`src/hdl/afb_pkg.sv`:
```
package afb_pkg;

  // Queue sizing
  localparam int QUEUE_DEPTH = 256;
  localparam int MAX_BATCH   = 64;
  localparam int PTR_W       = $clog2(QUEUE_DEPTH);
  localparam int CNT_W       = $clog2(QUEUE_DEPTH + 1);
  localparam int BATCH_W     = $clog2(MAX_BATCH + 1);

  // Field widths
  localparam int SEQ_W  = 32;
  localparam int TIME_W = 48;
  localparam int REV_W  = 32;
  localparam int ID_W   = 32;
  localparam int IV_W   = 24;
  localparam int TRIG_W = 9;
  localparam int LIM_W  = 7;
  localparam int PEND_W = 9;
  localparam int CFG_W  = 24;
  localparam int CMP_W  = (CNT_W > TRIG_W) ? CNT_W : TRIG_W;

  // Register reset values
  localparam logic [IV_W-1:0]   INTERVAL_RST = 24'd100000;
  localparam logic [TRIG_W-1:0] TRIGGER_RST  = 9'd32;
  localparam logic [LIM_W-1:0]  LIMIT_RST    = 7'd64;
  localparam logic [ID_W-1:0]   BATCH_ID_RST = 32'd1;

  typedef enum logic [1:0] {
    ACT_RECORD = 2'd0,
    ACT_TAKE   = 2'd1,
    ACT_CLEAR  = 2'd2,
    ACT_NOP    = 2'd3
  } action_e;

  typedef enum logic [1:0] {
    CFG_INTERVAL = 2'd0,
    CFG_TRIGGER  = 2'd1,
    CFG_LIMIT    = 2'd2
  } cfg_idx_e;

  typedef enum logic [1:0] {
    ST_IDLE,
    ST_EMIT,
    ST_GAP
  } state_e;

  // Classified request handed from front to back
  typedef struct packed {
    action_e            act;
    logic               fields_ok;
    logic [SEQ_W-1:0]   seq;
    logic [TIME_W-1:0]  now;
    logic [REV_W-1:0]   rev;
  } cmd_t;

  typedef struct packed {
    logic [IV_W-1:0]   interval;
    logic [TRIG_W-1:0] trigger;
    logic [LIM_W-1:0]  limit;
  } cfg_t;

  typedef struct packed {
    logic              accepted;
    logic              batch_valid;
    logic [ID_W-1:0]   batch_id;
    logic [REV_W-1:0]  batch_revision;
    logic [SEQ_W-1:0]  arrival_sequence;
    logic [TIME_W-1:0] arrival_time;
    logic              last;
    logic [PEND_W-1:0] pending;
    logic              due;
  } res_t;

  // now + interval, saturating at the top of the time range
  function automatic logic [TIME_W-1:0] sat_add(input logic [TIME_W-1:0] now,
                                                input logic [IV_W-1:0] iv);
    logic [TIME_W:0] sum;
    sum = {1'b0, now} + (TIME_W + 1)'(iv);
    return sum[TIME_W] ? {TIME_W{1'b1}} : sum[TIME_W-1:0];
  endfunction

  // Feedback due: something pending and either count trigger or due time hit
  function automatic logic is_due(input logic [CNT_W-1:0] count,
                                  input logic [TRIG_W-1:0] trig,
                                  input logic [TIME_W-1:0] due_t,
                                  input logic [TIME_W-1:0] now);
    logic by_count;
    logic by_time;
    by_count = CMP_W'(count) >= CMP_W'(trig);
    by_time  = (due_t != '0) && (now >= due_t);
    return (count != '0) && (by_count || by_time);
  endfunction

endpackage

```
`src/hdl/afb_front.sv`:
```
module afb_front (
  input  logic                        clk_i,
  input  logic                        rst_ni,
  input  logic                        in_valid_i,
  output logic                        in_stall_o,
  input  logic [1:0]                  action_i,
  input  logic [afb_pkg::SEQ_W-1:0]   sequence_req_i,
  input  logic [afb_pkg::TIME_W-1:0]  now_us_i,
  input  logic [afb_pkg::REV_W-1:0]   revision_i,
  output logic                        cmd_valid_o,
  output afb_pkg::cmd_t               cmd_o,
  input  logic                        cmd_pop_i
);

  afb_pkg::cmd_t ent_q [2];
  logic          wr_q, wr_d;
  logic          rd_q, rd_d;
  logic [1:0]    cnt_q, cnt_d;
  logic          push;
  afb_pkg::cmd_t cls;

  // Classify the incoming request
  always_comb begin
    cls.act       = afb_pkg::action_e'(action_i);
    cls.fields_ok = (sequence_req_i != '0) && (now_us_i != '0) && (revision_i != '0);
    cls.seq       = sequence_req_i;
    cls.now       = now_us_i;
    cls.rev       = revision_i;
  end

  assign in_stall_o  = (cnt_q == 2'd2);
  assign push        = in_valid_i && !in_stall_o;
  assign cmd_valid_o = (cnt_q != 2'd0);
  assign cmd_o       = ent_q[rd_q];

  // Two-entry queue pointers
  always_comb begin
    wr_d  = push ? ~wr_q : wr_q;
    rd_d  = cmd_pop_i ? ~rd_q : rd_q;
    cnt_d = cnt_q + 2'(push) - 2'(cmd_pop_i);
  end

  always_ff @(posedge clk_i or negedge rst_ni) begin
    if (!rst_ni) begin
      wr_q  <= 1'b0;
      rd_q  <= 1'b0;
      cnt_q <= 2'd0;
    end else begin
      wr_q  <= wr_d;
      rd_q  <= rd_d;
      cnt_q <= cnt_d;
    end
  end

  always_ff @(posedge clk_i) begin
    if (push) begin
      ent_q[wr_q] <= cls;
    end
  end

endmodule

```
`config.mk`:
```
export PLATFORM = sky130hd
export DESIGN_NAME = afb_front
export DESIGN_NICKNAME = d
export VERILOG_FILES = /design/src/hdl/afb_pkg.sv /design/src/hdl/afb_front.sv
export SDC_FILE = /design/constraint.sdc
export NUM_CORES = 1
export LEC_CHECK = 0
export BUFFER_PORTS_ARGS = -buffer_cell sky130_fd_sc_hd__buf_2
export CAP_MARGIN = 20
export CORE_ASPECT_RATIO = 0.6
export CORE_MARGIN = 2
export CORE_UTILIZATION = 47
export CTS_CLUSTER_DIAMETER = 120
export DETAILED_ROUTE_END_ITERATION = 12
export GPL_ROUTABILITY_DRIVEN = 0
export PLACE_DENSITY = 0.86
export REMOVE_ABC_BUFFERS = 1
export SLEW_MARGIN = 20
export SYNTH_ARGS = -nofsm -noshare
export SYNTH_HDL_FRONTEND = slang
export SYNTH_SLANG_ARGS = --single-unit
```
`constraint.sdc`:
```
create_clock -name clk_i -period 6.6 [get_ports clk_i]
set_clock_uncertainty 0.15 [all_clocks]
set_input_delay 0.66 -clock clk_i [delete_from_list [all_inputs] [get_ports clk_i]]
set_output_delay 0.66 -clock clk_i [all_outputs]
set_load 0.05 [all_outputs]
```
; ---- After elaboration in Yosys (flattened, before gate mapping)
; Memories as Yosys holds them, arrays and structs flattened.
; Cells that the tools add are included.
[totals]
ff_bits = 4
ramBits = 230
wordCells = 19
mem_count = 1
out_inout_bits = 117
[op_classes]
n_reduce_logical = 8
n_mux = 2
addsub = 2
bitwise_logic = 2
eq_ne = 1
[memory_table]
columns = name, depth, word_bits, read_ports, rd_ports_with_merged_regs, write_ports, line_no
row1 = ent_q, 2, 115, 1, 0, 1, afb_front.sv:15  ; afb_pkg::cmd_t ent_q [2];
[op_table]
columns = operator, count
row1 = nonzero test 32 bit, 2
row2 = nonzero test 48 bit, 1
row3 = logical AND 1 bit, 3
row4 = adder 2 x 1 -> 2 bit, 1
row5 = "== test 2 bit, second input constant", 1
row6 = 2-to-1 mux 1 bit, 2
row7 = NOT 1 bit, 2
row8 = nonzero test 2 bit, 1
row9 = subtractor 2 x 1 -> 2 bit, 1
row10 = logical NOT 1 bit, 1

; ---- Longest topological paths before layout
[logic_depth]
ltp_word = 5
ltp_mapped = 7

; ---- Least setup slack after synthesis
; OpenSTA, ideal clock, no wires.
[synth_path]
path_type = input to register
startpoint = in in_valid_i
endpoint = mem ent_q[0][0] in the netlist's numbering (enable)
cell_stages = 2
setup_time_ns = 0.590
path_slack_ns = 0.325
t_arrival_ns = 5.535
path_cell_list = nand2_1 nor2_1
[synth_via]
elab_chain_len = 3
[synth_lines]
columns = element, line_no
row1 = from (decl), afb_front.sv:4  ; input logic in_valid_i,
row2 = logical AND 1 bit, afb_front.sv:32  ; assign push = in_valid_i && !in_stall_o;
row3 = 2-to-1 mux 1 bit, afb_front.sv:56  ; if (push) begin
row4 = 2-to-1 mux 1 bit (implied by the code), afb_front.sv:57  ; ent_q[wr_q] <= cls;
row5 = to (decl), afb_front.sv:15
; Every way passes these cells.

==> impl_metrics.ini <==
[worst_setup_path]
cp-end-kind = output port
rr_worst_depth = 5
required_ns = 5.79
worstSetupPathType = register to output port
cp_max_fo = 60
reg2reg_slack_ns = 3.82
r2r_end = ent_q[0][9]$_DFFE_PP_
worstReg2RegStart = cnt_q[1]$_DFF_PN0_
worstSetupStartpointType = register
arrival_ns = 3.06

[power]
peakVddDrop_v = 0.000276
power_w = 0.00572
power.density_nw_per_um2 = 522
total_leakage_power_nw = 4.14

[placement]
hpwl_um = 12600
pre_cts_ws_ns = 3.25
io_buffers = 234

[finish]
antennaDiodeCount = 0
fillers = 1325
syn_to_final_growth_pct = 23.5
post-route-util = 0.599
drive_gt1_frac = 0.578
nets = 783

[yosys]
syn_avg_cell_area_um2 = 21.5
yosys_warnings = 0
async_reset_ff_frac = 0.0171
synth_seq_cells = 234
ys_types = 19
yosysSeqAreaShare = 0.789
syn_area_um2 = 8880
synth_flop_cell = edfxtp_1
postSynthCellCount = 413
synth_edf_count = 230

[clock_tree]
h-tree-depth = 1
path_clk_slew_ns = 0.06
post_cts_buffers = 0
cts_buffer_depth = 3
cts_buffers = 22
cts_tree = done
post_cts_resized = 0
cts-root-buf = clkbuf_16
clock_latency_ns = 0.49
clock_sinks = 234

[run_status]
outcome = finished clean

[drt]
via_count = 4802
drc_errors = 0
drtIter0Drc = 363
detail-route-antenna-nets = 0
drt-pass1-iter-count = 4
routedWlPerCell_um = 19.8
via_per_inst = 5.24
wl_um = 18200

[timing]
setup_viol = 0
max_slew_margin = 0.383
finalSetupTns_ns = 0
hold_viol_final = 0
drv_slew = 0
period_share = 0.587
setup_slack_ns = 2.73
worst_pin_slew_ns = 0.926
rsz0062_at_grt = no
fmax_mhz = 258
finalCriticalPeriod_ns = 3.87

[floorplan]
row_count = 38
start_util = 0.485
die_w_um = 181
die_y_um = 110
core_um2 = 18300
pin_count = 235
die_area_um2 = 20100

[grt]
grt_max_degree = 64
grtUsageMet2 = 0.274
grt_pass1_vias = 4932
top_usage_layer = met2
grt-ovfl-total = 0
grt_pass1_wl_um = 27600
grtUsageMet3 = 0.0531
antenna_found_initial = 1
grt_use_total = 0.177
grt_use_met1 = 0.251

[hold_path]
hold_path_depth = 1
hold_path_end = ent_q[0][113]$_DFFE_PP_
hold_class = input pin to register
hold_start = action_i[0]

[flow_run]
cap_violations = 0
-- final cells by class --
class / count / area [um2] / area share
flip-flops and latches: 234 / 7010 / 0.639
multi-input cells: 164 / 1780 / 0.162
repair buffers: 239 / 1210 / 0.110
clock buffers: 26 / 587 / 0.0535
well taps: 240 / 300 / 0.0274
clock inverters: 12 / 72.6 / 0.00662
inverters: 2 / 7.51 / 0.000685
-- metrics by stage --
| step | hold slack, ns | std cells | instance area [um2] |
|---|---|---|---|
| detailed placement | 0.326 | 878 | 10300 |
| global route | 0.195 | 917 | 11000 |
| finish | 0.210 | 917 | 11000 |
| CTS | 0.189 | 917 | 11000 |
| floorplan | 0.214 | 400 | 8780 |
| global placement | 0.319 | 878 | 10300 |
-- synth_stat cells, types with 2 or more instances --
library cell  number  area (um2)
ha_1               2        25.0
nor2_1             2        7.51
buf_2              7        35.0
mux2_2            75         845
dfrtp_1            4         100
mux2_4            40         601
nor4_1            28         175
xnor2_1            3        26.3
buf_6              6        67.6
nand4_1            7        43.8
edfxtp_1         230        6910
inv_1              2        7.51
-- critical path: stages (launching register included) --
cell	delay [ns]
dfrtp_4	0.98
buf_4	0.81
mux2_2	0.42
buf_2	0.21
-- how the worst max path moves through the flow --
stage / startpoint / to / depth (start not counted)
global route: rd_q$_DFFE_PN0P_ / cmd_o[15] / 3
detailed placement: rd_q$_DFFE_PN0P_ / cmd_o[111] / 3
CTS: rd_q$_DFFE_PN0P_ / cmd_o[111] / 3
finish: rd_q$_DFFE_PN0P_ / cmd_o[15] / 3
floorplan: in_valid_i / ent_q[0][0]$_DFFE_PP_ / 2
global placement: rd_q$_DFFE_PN0P_ / cmd_o[108] / 3
-- power breakdown --
part / internal (W) / leakage, nW / switching (W) / total [W]
Combinational: 0.000678 / 1.64 / 0.00169 / 0.00237
Sequential: 0.00203 / 2.18 / 0.000155 / 0.00219
Clock: 0.000640 / 0.329 / 0.000522 / 0.00116
-- cells in the final DEF (no fill, tap or decap), drive strengths merged --
cell / count
buf: 238
dfrtp: 4
or2: 1
ha: 2
edfxtp: 230
nor2: 2
inv: 3
o22ai: 1
mux2: 115
nand2b: 1
nor4: 28
clkinvlp: 1
nand2: 1
dlygate4sd3: 1
xnor2: 3
nor3: 1
nand4: 7
clkinv: 10
and3: 1
clkbuf: 26
xor2: 1
-- registers in the layout (all words and copies together), names as in the netlist --
| register | flops |
|---|---|
| ent_q | 230 |
| rd_q | 1 |
| cnt_q | 2 |
| wr_q | 1 |
-- routing by layer --
layer  routed length, um  vias to the layer above
met5                   7                        -
li1                    -                     2176
met1                7990                     2367
met3                1700                       22
met2                8180                      235
met4                 273                        2
-- cell families after synthesis --
kind of cell,share of synthesized area
flops,0.789
mux,0.163
simple gates,0.0286
buf+inv,0.0124
xor+xnor,0.00394
fa+ha+maj,0.00282
compound gates,0.000705
-- timing repair --
item / in CTS / in global routing
endpoints found under the hold margin: 4 / 0
endpoints found under the setup margin: 0 / 0
hold buffers: 1 / 0
Note: power is estimated with default switching activity, not from simulation.
